### src/bb2_pkg.sv
// Shared types, constants and pixel arithmetic for the 2x2 box blur block.
// Depends on nothing; bb2_rem, the top level and the testbench import it.
package bb2_pkg;

    localparam int CFG_W   = 32;
    localparam int PIX_W   = 16;
    localparam int CHAN_W  = 5;
    localparam int RED_LSB = 11;
    localparam int GRN_LSB = 6;
    localparam int BLU_LSB = 1;

    typedef logic [PIX_W-1:0]  t_pix;
    typedef logic [CHAN_W-1:0] t_chan;
    typedef logic [CFG_W-1:0]  t_cfg;

    function automatic t_chan avg4(input t_chan a, input t_chan b,
                                   input t_chan c, input t_chan d);
        logic [CHAN_W+1:0] sum;
        sum = {2'b00, a} + {2'b00, b} + {2'b00, c} + {2'b00, d};
        return sum[CHAN_W+1:2];
    endfunction

    function automatic t_pix blur4(input t_pix a, input t_pix b,
                                   input t_pix c, input t_pix d);
        t_chan rd;
        t_chan gr;
        t_chan bl;
        rd = avg4(a[RED_LSB +: CHAN_W], b[RED_LSB +: CHAN_W],
                  c[RED_LSB +: CHAN_W], d[RED_LSB +: CHAN_W]);
        gr = avg4(a[GRN_LSB +: CHAN_W], b[GRN_LSB +: CHAN_W],
                  c[GRN_LSB +: CHAN_W], d[GRN_LSB +: CHAN_W]);
        bl = avg4(a[BLU_LSB +: CHAN_W], b[BLU_LSB +: CHAN_W],
                  c[BLU_LSB +: CHAN_W], d[BLU_LSB +: CHAN_W]);
        return {rd, gr, bl, 1'b0};
    endfunction

endpackage

### src/bb2_rem.sv
// Remainder of the 32-bit frame counter by a fixed modulus, taken by a multiply with the
// rounded-up reciprocal. Uses bb2_pkg; a start registers the value and its product, then the remainder is registered.
module bb2_rem
    import bb2_pkg::*;
#(
    parameter int MODULUS = 240
) (
    input  logic                       i_clk,
    input  logic                       i_rst_n,
    input  logic                       i_start,
    input  t_cfg                       i_value,
    output logic                       o_busy,
    output logic [$clog2(MODULUS)-1:0] o_rem
);

    localparam int REM_W  = $clog2(MODULUS);
    localparam int RCP_W  = CFG_W + 1;
    localparam int PROD_W = CFG_W + RCP_W;
    localparam int SHIFT  = CFG_W + REM_W;
    localparam int QUO_W  = PROD_W - SHIFT;
    localparam logic [63:0] SCALE    = 64'd1 << SHIFT;
    localparam logic [63:0] RCP_FULL = (SCALE + 64'(MODULUS) - 64'd1) / 64'(MODULUS);
    localparam logic [RCP_W-1:0] RCP = RCP_FULL[RCP_W-1:0];

    t_cfg              r_value;
    logic [PROD_W-1:0] r_prod;
    logic              r_busy;
    logic [REM_W-1:0]  r_rem;
    logic [REM_W-1:0]  n_rem;
    logic [QUO_W-1:0]  quo;
    t_cfg              quo_mul;
    t_cfg              diff;

    always_comb begin
        quo     = r_prod[PROD_W-1:SHIFT];
        quo_mul = CFG_W'(quo) * CFG_W'(MODULUS);
        diff    = r_value - quo_mul;
        n_rem   = diff[REM_W-1:0];
    end

    always_ff @(posedge i_clk) begin
        if (!i_rst_n) begin
            r_busy <= 1'b0;
            r_rem  <= '0;
        end else begin
            r_busy <= i_start;
            if (r_busy) begin
                r_rem <= n_rem;
            end
        end
    end

    always_ff @(posedge i_clk) begin
        if (i_start) begin
            r_value <= i_value;
            r_prod  <= PROD_W'(i_value) * PROD_W'(RCP);
        end
    end

    assign o_busy = r_busy;
    assign o_rem  = r_rem;

`ifndef ASSERT_OFF
    a_rem_in_range: assert property (@(posedge i_clk) disable iff (!i_rst_n)
        {1'b0, r_rem} < (REM_W + 1)'(MODULUS))
        else $error("remainder left the range of the modulus");
    a_busy_after_start: assert property (@(posedge i_clk) disable iff (!i_rst_n)
        i_start |=> o_busy)
        else $error("remainder unit did not start after a write");
    a_rem_holds_idle: assert property (@(posedge i_clk) disable iff (!i_rst_n)
        (!o_busy && !i_start) |=> $stable(r_rem))
        else $error("remainder changed while idle");
`endif

endmodule

### config.mk
export PLATFORM = sky130hd
export DESIGN_NAME = bb2_rem
export DESIGN_NICKNAME = d
export VERILOG_FILES = /design/src/bb2_pkg.sv /design/src/bb2_rem.sv
export SDC_FILE = /design/constraint.sdc
export NUM_CORES = 1
export LEC_CHECK = 0
export BUFFER_PORTS_ARGS = -buffer_cell sky130_fd_sc_hd__buf_2
export CORE_MARGIN = 5
export CORE_UTILIZATION = 50
export CTS_CLUSTER_DIAMETER = 30
export CTS_CLUSTER_SIZE = 24
export DETAILED_ROUTE_END_ITERATION = 10
export PLACE_DENSITY = 0.8
export SLEW_MARGIN = 40
export SYNTH_ARGS = -nofsm -noshare
export SYNTH_HDL_FRONTEND = slang
export SYNTH_SLANG_ARGS = --single-unit
### constraint.sdc
create_clock -name i_clk -period 5.5 [get_ports i_clk]
set_input_delay 0.55 -clock i_clk [delete_from_list [all_inputs] [get_ports i_clk]]
set_output_delay 0.55 -clock i_clk [all_outputs]
set_load 0.1 [all_outputs]
# Yosys cells after proc, flatten, opt, wreduce, memory -nomap -nowiden
# Index checks and enable logic that the tools add are counted.
# Widths: inputs -> output; s select.
totals:
  wordCells: 7
  ff_bits: 81
  output_inout_bits: 9
  inputBits: 35
op_classes:
  n_addsub: 1
  mul: 2
ops:
  columns: ["cell", "count"]
  rows:
  - ["$mul 32x32->64 const B", 1]
  - ["$mul 25x4->4 const B", 1]
  - ["$sub 8x8->8", 1]

# Logic depth before layout (Yosys ltp)
# Gate-level depths: netlist of run 1.
logic_depth:
  word_depth: 2
  depth_mapped: 21
  mapped_depth_nobuf: 21

# Worst setup path after synthesis of run 1
# No wires, ideal clock.
synth_path:
  kind: "input port to flip-flop"
  start: "input i_value[1]"
  end: "register r_prod[40] (data pin)"
  stages: 19
  t_arrival_ns: 5.635
  n_path_buf: 0
  setup_time_ns: 0.269
  slack_ns: -0.404
  path_cell_list: "ha_1 > fa_1 > inv_1 > fa_1 > fa_1 > fa_1 > inv_1 > fa_1 > inv_1 > fa_1 > inv_1 > ha_1 > a21o_1 > a31o_1 > a21oi_1 > o21ai_1 > or3_1 > mux2i_1 > a2111oi_2"
synth_via:
  elab_chain_len: 1
synth_lines:
  columns: ["element", "line_no", "source"]
  rows:
  - ["from (decl)", "bb2_rem.sv:11", "input t_cfg i_value,"]
  - ["$mul 32x32->64", "bb2_rem.sv:56", "r_prod <= PROD_W'(i_value) * PROD_W'(RCP);"]
  - ["to (signal assigned)", "bb2_rem.sv:56", null]
  - ["to (decl)", "bb2_rem.sv:26", "logic [PROD_W-1:0] r_prod;"]
# No other way between the ends.
# A chain may end at the register's enable or synchronous reset.

# Worst setup path after layout of run 1
# Same ends and word-level chain as after synthesis.

==> metrics.txt, run 1 <==
post-route ant nets 0; Simple-Gate Fraction of Synth Area 4.46%; XOR/XNOR Fraction of Synth Area 2.44%; Reg-to-Reg End o_rem[7]; adder-cell area share of the yosys netlist around 67%; final setup TNS -41.3 ps; RSZ-0062 raised after global routing true; die width about 130 um; FP Rows between 40 and 50; fin worst setup slack -41.3 ps; R2R depth 9; failing checks negative setup slack; CP Launch Type input port; largest family of logic cells by synthesized area adder cells; post-synthesis mux area share less than 1%; minimum clock period 5540 ps; I/O pin total between 40 and 50; number of enable flip-flop cells after synthesis 12; placed inst area around 0.0086 mm^2; sequential area share after synthesis between 7 and 8%; design area approximately 0.009 mm^2; Final setup viols 1; clock sink total 21; clock slew at reported path FFs around 50 ps; fmax 180 MHz; DR vias/cell 5.32; clk_skew 1.39 ps; 1st-iter DRT viols ~250; CTS H-tree depth 1; Hold Fails Final Rpt 0; Mapped Cells around 730; final cell count without fillers 1044; Primary FF master, synth edfxtp_1; Die Y ~130 um; drt drc 0; Vias about 5600; initial antenna violation count 0; flops & latches, synth 21; share of layout cells above drive strength 1 21.0%; detailed placement HPWL 17500 um; drt pass-1 iters 4; Layout Nets roughly 1200; Min-Delay Path Depth 1; WHS Endpoint o_rem[7]; Worst-Skew Late Latency ~250 ps; min-delay src o_rem[7]; Slew Viols, Final 0; Final GP Congestion roughly 1.0; largest net degree at the start of global routing 14; Max-slew headroom 67.7%; Critical R2R Launch r_prod[40]; clk root buf clkbuf_16; Layout area overhead 19.9%; CORE AREA around 0.015 mm^2; Max Cap Viol 0; number of distinct library cells after synthesis 43; CP endpoint kind flop; CTS max path bufs 2; PortBufs 43; share of the synthesized area in the top cell type about a third; TritonCTS clock tree yes; Ant. Diodes 0; ys async rst share 0%; Final Cycle Share 101%; HP Class reg2reg; final WL roughly 19000 um; YS warnings 0; Die ar. about 0.018 mm^2; CTS buffer count 3; # placed instances about 1000; gr usage total between 20 and 25%; worst path arrival time about 5500 ps; first-pass GRT wire length approximately 31000 um; cts hold-fix bufs 0; total gr overflow 0; Avg WL per Cell ~19 um; top cells by area, synth fa_1 35%, ha_1 33%, inv_1 11%; Worst Max-Slew Pin Slew 482 ps; area of the mapped netlist ~0.0075 mm^2; status finished, violations left; Starting Density roughly half; Critical Path RT between 5000 and 6000 ps; crit-path max FO 4; compound-gate portion of the synthesized area 6.52%; r2r setup slk 3180 ps; syn_area_per_cell roughly 10 um^2; cell taking the most area after synthesis fa_1; vias in the first global route ~6300; critical path class in2reg; Syn Nets between 1000 and 1500
==> metrics by stage <==
| step | hold WS [ps] | util, % | worst slack (ps) |
|---|---|---|---|
| 5_1_grt | 494 | 61.6 | -166 |
| 6_report | 474 | 61.6 | -41.3 |
| 3_3_place_gp | 458 | 58.6 | -265 |
| 3_5_place_dp | 465 | 58.6 | -466 |
| 2_1_floorplan | 479 | - | -75.3 |
| 4_1_cts | 478 | 60.1 | -1.89 |
==> worst max-delay path, cell delays in order <==
cell and delay (ps):
buf_6 100, ha_4 230, fa_2 570, inv_2 50
fa_1 510, fa_1 430, fa_1 490, inv_1 50
fa_1 490, inv_1 50, fa_1 490, inv_2 50
ha_4 210, a21o_1 210, a31o_1 220, a21oi_1 120
o21ai_1 90, or3_1 370, mux2i_1 190, a2111oi_2 60
==> sequential cells by signal (all words and copies together) (netlist names) <==
signal	cells
o_rem	8
r_value	8
r_prod	4
o_busy	1
==> cell families (layout without fill, tap and decap cells) <==
kind of cell	after synthesis	count (layout)
AOI/OAI and AO/OA	67	67
xor gates and xnor gates	21	21
adders and majority gates	327	327
buffers and inverters	223	350
DFF	21	21
muxes	7	7
and+or+nand+nor	67	67
==> per-layer routing <==
metal	share of wire, %	routed length [um]	GRT usage [%]	vias to the layer above
li1	-	-	-	2599
met5	0	0	0	-
met4	5.2	1000	9.82	0
met3	3.9	746	2.20	62
met1	40	7760	27.2	2765
met2	51	9840	40.9	131
==> cells in the final DEF, fill, tap and decap left out, types with 8 or more instances in the layout <==
cell / synthesis / layout
a21o_1: 13 / 13
a21oi_1: 15 / 12
buf_2: 0 / 40
buf_4: 0 / 82
dfxtp_1: 9 / 9
edfxtp_1: 12 / 12
fa_1: 130 / 122
fa_2: 0 / 8
ha_1: 197 / 176
ha_4: 0 / 21
inv_1: 222 / 217
nand2_1: 17 / 17
nand3_1: 9 / 8
nor2_1: 12 / 11
xnor2_1: 20 / 20
==> cells in the mapped netlist (2+ instances only) <==
cell type,n
inv_1,222
ha_1,197
fa_1,130
xnor2_1,20
nand2_1,17
a21oi_1,15
a21o_1,13
edfxtp_1,12
nor2_1,12
dfxtp_1,9
nand3_1,9
o21ai_0,8
and3_1,7
mux2i_1,7
nor3_1,6
nor2b_1,5
o21a_1,5
a211oi_1,3
nor4_1,3
o211a_1,3
o211ai_1,3
and2_1,2
and4_1,2
o21ai_1,2
o21ai_2,2
or3_1,2
==> layout make-up <==
cell class / instances / area (um^2)
Clock buffer: 4 / 78.8
Fill cell: 1198 / 5630
Inverter: 222 / 833
Multi-Input combinational cell: 489 / 6500
Sequential cell: 21 / 541
Tap cell: 184 / 230
Timing Repair Buffer: 124 / 838
==> how the worst max path moves through the flow <==
stage                     from          to  slack, ps
CTS                 i_value[8]  r_prod[42]         -2
finish              i_value[1]  r_prod[40]        -40
global route        i_value[2]  r_prod[42]       -170
detailed placement  i_value[8]  r_prod[42]       -470
floorplan           i_value[1]  r_prod[40]        -80
global placement    i_value[1]  r_prod[40]       -260
==> what timing repair did <==
action,4_1_cts,5_1_grt
gates resized for setup,16,36
buffers inserted,1,3
pin swaps,16,23
setup endpoints to repair,4,4
Power of run 1 is left out: the tool's default activity adds up to more than one toggle a clock period on the data nets, which glitch-free logic cannot reach.
==> run 2, diff against run 1 <==
==> constraint.sdc (replaced) <==
create_clock -name i_clk -period 4.96 [get_ports i_clk]
set_input_delay 0 -clock i_clk [delete_from_list [all_inputs] [get_ports i_clk]]
set_output_delay 0 -clock i_clk [all_outputs]
set_load 0.1 [all_outputs]
==> run 2 against run 1 <==
Routed wire length shrank 3.8%. Via count shrank 1.6%. Cell area shrank 1.4%. Sequential share of layout area grew 0.088 points. The run now ends clean. Final cell count is the same.
==> metrics.txt, run 2 (synthesized netlist as in run 1, its figures left out) <==
final cell count without fillers around 1000; crit-path max FO 4; HP Class in2reg; I/O pin total between 40 and 50; gr usage total about 22%; CORE AREA around 0.015 mm^2; clock sink total 21; Layout area overhead 18.1%; largest net degree at the start of global routing 14; fmax 202 MHz; Final setup viols 0; total gr overflow 0; Hold Fails Final Rpt 0; Layout Nets 1223; share of layout cells above drive strength 1 19.3%; CP max stage delay about 540 ps; final setup TNS 0 ps; # placed instances 1035; critical path class in2reg; Die Y between 100 and 150 um; Fillers roughly 1200; status finished clean; 1st-iter DRT viols 232; Starting Density between 50 and 60%; Worst Max-Slew Pin Slew between 400 and 500 ps; post-route ant nets 0; RSZ-0062 raised after global routing true; final WL around 19000 um; Max-slew headroom a little under 70%; Critical Path RT about 5000 ps; CTS H-tree depth 1; CP endpoint kind flop; commonest non-fill, non-tap cell in the layout inv_1; Setup WS pre-CTS -348 ps; Slowest-stage cell, CP fa_1; vias in the first global route between 6000 and 7000; die width 133 um; Vias ~5500; Final Cycle Share 99.9%; detailed placement HPWL approximately 17000 um; Final GP Congestion just over 1; CP Launch Type input port; Critical R2R Launch r_prod[40]; Avg WL per Cell around 18 um; r2r setup slk roughly 2700 ps; clk root buf clkbuf_16; TritonCTS clock tree yes; min-delay src i_rst_n; DR vias/cell between 5 and 6; Min-Delay Path Depth 2; initial antenna violation count 0; minimum clock period slightly below 5000 ps; Die ar. 0.0176 mm^2; worst path arrival time between 4000 and 5000 ps; Ant. Diodes 0; crit-path cells buf_6, ha_4, fa_1, inv_1, fa_1, fa_1, fa_1, inv_2, fa_1, inv_1, fa_1, inv_2, ha_4, a21o_1, a31o_1, a21oi_1, o21ai_1, or3_1, mux2i_1, a2111oi_2; first-pass GRT wire length 30600 um; drt drc 0; drt pass-1 iters 4; most frequent CP cell fa_1; WHS Endpoint o_rem[7]; Max Cap Viol 0; clock slew at reported path FFs approximately 60 ps; R2R depth 9; Worst-Skew Late Latency about 250 ps; WHS about 66 ps; cts hold-fix bufs 0; Slew Viols, Final 0; CTS buffer count 3; fin worst setup slack slightly below 3 ps; FP Rows 44; clk_skew 3.00 ps; PortBufs 43; Reg-to-Reg End o_rem[7]; most frequent cells in the layout 219 x inv_1, 184 x ha_1, 126 x fa_1; CTS max path bufs 2
-- run 2: cell types whose count changed in the layout (fill, tap and decap cells not counted), sizes merged --
cell / delta
buf: -1
inv: +1
-- run 2: layout make-up --
| type | instances | area (um^2) | share of cell area (%) |
|---|---|---|---|
| Multi-Input combinational cell | 489 | 6360 | 71.6 |
| Timing Repair Buffer | 124 | 841 | 9.46 |
| Inverter | 222 | 833 | 9.38 |
| Sequential cell | 21 | 541 | 6.08 |
| Tap cell | 184 | 230 | 2.59 |
| Clock buffer | 3 | 75.1 | 0.845 |
| Clock inverter | 1 | 6.26 | 0.0704 |
-- run 2: worst max path at each step --
stage / slack [ps] / end / from
2_1_floorplan: -70 / r_prod[40] / i_value[1]
4_1_cts: 8 / r_prod[40] / i_value[1]
5_1_grt: -140 / r_prod[40] / i_value[1]
6_report: 3 / r_prod[40] / i_value[1]
3_3_place_gp: -260 / r_prod[40] / i_value[1]
3_5_place_dp: -350 / r_prod[40] / i_value[1]
-- run 2: stage by stage --
step                utilization [%]  instance area (um^2)
floorplan                         -                  7560
global placement               58.6                  8570
detailed placement             58.6                  8570
CTS                            59.6                  8720
global route                   60.7                  8890
finish                         60.7                  8890
-- run 2: metal layers --
metal,routed length (um),GRT usage (%),part of all wire (%),vias up
met5,0,0,0,-
met4,977,9.35,5.2,0
met3,991,2.32,5.3,65
met2,9330,39.5,50,143
met1,7330,27.2,39,2667
li1,-,-,-,2593
-- run 2: worst max-delay path, delay by kind of cell --
kind | cells | cell delay, ps
and+or+nand+nor | 1 | 370
adders and majority gates | 8 | 3430
AOI/OAI and AO/OA | 5 | 670
muxes | 1 | 180
buffers and inverters | 5 | 300
-- run 2: what timing repair did --
action                                  in CTS  in global routing
endpoints found under the setup margin       3                  4
resized for setup                            9                 28
setup buffers                                3                  2
hold endpoints to repair                     0                  0
pin swaps                                   10                 19
Power of run 2 is left out for the same reason.
==> run 3, diff against run 2 <==
CTS_BUF_LIST = sky130_fd_sc_hd__clkbuf_8   (was unset)
==> run 3 against run 2 <==
Hold slack lost 14 ps. Non-clock buffer count shrank 1. First-iteration DRC count grew 3.0%. Core utilization shrank 0.11 points. Die area is the same. Flip-flop and latch count is the same. Clock skew grew 0.84 ps.
==> metrics.txt, run 3 (synthesized netlist as in run 1, its figures left out) <==
Worst Max-Slew Pin Slew 476 ps; drt drc 0; crit-path max FO 4; detailed placement HPWL between 15000 and 20000 um; met2 wire length 9280 um; Final GP Congestion 1.02; top layer in use met4; Final Cycle Share roughly 100%; CP endpoint kind flop; most frequent cells in the layout 219 x inv_1, 181 x ha_1, 126 x fa_1; DR WL met3 roughly 760 um; fin worst setup slack 21.0 ps; Critical Path RT roughly 5000 ps; drt pass-1 iters 4; I/O pin total 44; Ant. Diodes 0; clk_skew about 3.8 ps; gr usage total a little over a fifth; Avg WL per Cell approximately 18 um; CP Launch Type input port; FP Rows 44; Critical R2R Launch r_prod[40]; 1st-iter DRT viols approximately 240; fmax ~200 MHz; final WL around 19000 um; Slew Viols, Final 0; critical path class in2reg; Setup WS pre-CTS -348 ps; Starting Density around half; CTS buffer count 3; Min-Delay Path Depth 2; Worst-Skew Late Latency roughly 260 ps; Util after Layout about three fifths; CTS H-tree depth 1; Max-slew headroom between 60 and 70%; clk root buf clkbuf_8; R2R depth 9; DR vias/cell about 5.2; min-delay src i_rst_n; WHS Endpoint o_rem[7]; HP Class in2reg; clock slew at reported path FFs roughly 80 ps; r2r setup slk approximately 2700 ps; Die Y ~130 um; die width around 130 um; post-route ant nets 0; met1 WL 7570 um; RSZ-0062 raised after global routing true; PortBufs 43; Vias ~5500; cts hold-fix bufs 0; TritonCTS clock tree yes; Reg-to-Reg End o_rem[7]; share of layout cells above drive strength 1 19.4%; Die ar. around 0.018 mm^2; total gr overflow 0; CTS max path bufs 2; minimum clock period 4940 ps; final setup TNS 0 ps; CORE AREA ~0.015 mm^2; Max Cap Viol 0; Final setup viols 0; clock sink total 21; initial antenna violation count 0; first-pass GRT wire length just over 30000 um; status finished clean; vias in the first global route approximately 6100; largest net degree at the start of global routing 14; Layout area overhead 17.9%; commonest non-fill, non-tap cell in the layout inv_1; Layout Nets 1222; Hold Fails Final Rpt 0; worst path arrival time between 4000 and 5000 ps
run 3: critical path: stages:
cell and delay [ps]:
buf_6 100, ha_4 240, fa_1 550, inv_1 70, fa_1 500, fa_1 430, fa_1 510, inv_2 40
fa_1 500, inv_1 50, fa_1 490, inv_2 50, ha_4 210, a21o_1 200, a31o_1 210, a21oi_1 110
o21ai_1 90, or3_1 370, mux2i_1 170, a2111oi_2 50
run 3: what timing repair did:
| action | in CTS | in global routing |
|---|---|---|
| pin swaps | 10 | 21 |
| hold endpoints to repair | 0 | 0 |
| resized for setup | 7 | 32 |
| endpoints found under the setup margin | 3 | 4 |
| buffers inserted | 1 | 3 |
run 3: per-layer routing:
layer / up-vias / track usage, %
met3: 60 / 2.32
met5: - / 0
met4: 0 / 9.18
met1: 2669 / 27.0
met2: 135 / 39.3
li1: 2595 / -
run 3: layout make-up:
class,count,area [um^2]
multi-input combinational,489,6390
sequential,21,541
fill,1202,5770
clock inverter,1,6.26
timing repair buffer,123,833
clock buffer,3,41.3
tap,184,230
inverter,222,833
run 3: worst max-delay path by stage:
stage / from / end / slack (ps) / cells past startpoint
2_1_floorplan: i_value[1] / r_prod[40] / -70 / 19
3_5_place_dp: i_value[1] / r_prod[40] / -350 / 20
5_1_grt: i_value[1] / r_prod[40] / -120 / 20
3_3_place_gp: i_value[1] / r_prod[40] / -260 / 20
6_report: i_value[1] / r_prod[40] / 20 / 20
4_1_cts: i_value[2] / r_prod[43] / -10 / 17
run 3: per-stage QoR:
| stage | instance area, um^2 | hold WS [ps] | std cells |
|---|---|---|---|
| after detailed placement | 8570 | 330 | 1035 |
| after global routing | 8870 | 48.5 | 1043 |
| after global placement | 8570 | 329 | 1035 |
| after floorplan | 7560 | 98.9 | 733 |
| after CTS | 8660 | 46.7 | 1040 |
| final | 8870 | 51.8 | 1043 |
Power of run 3 is left out for the same reason.
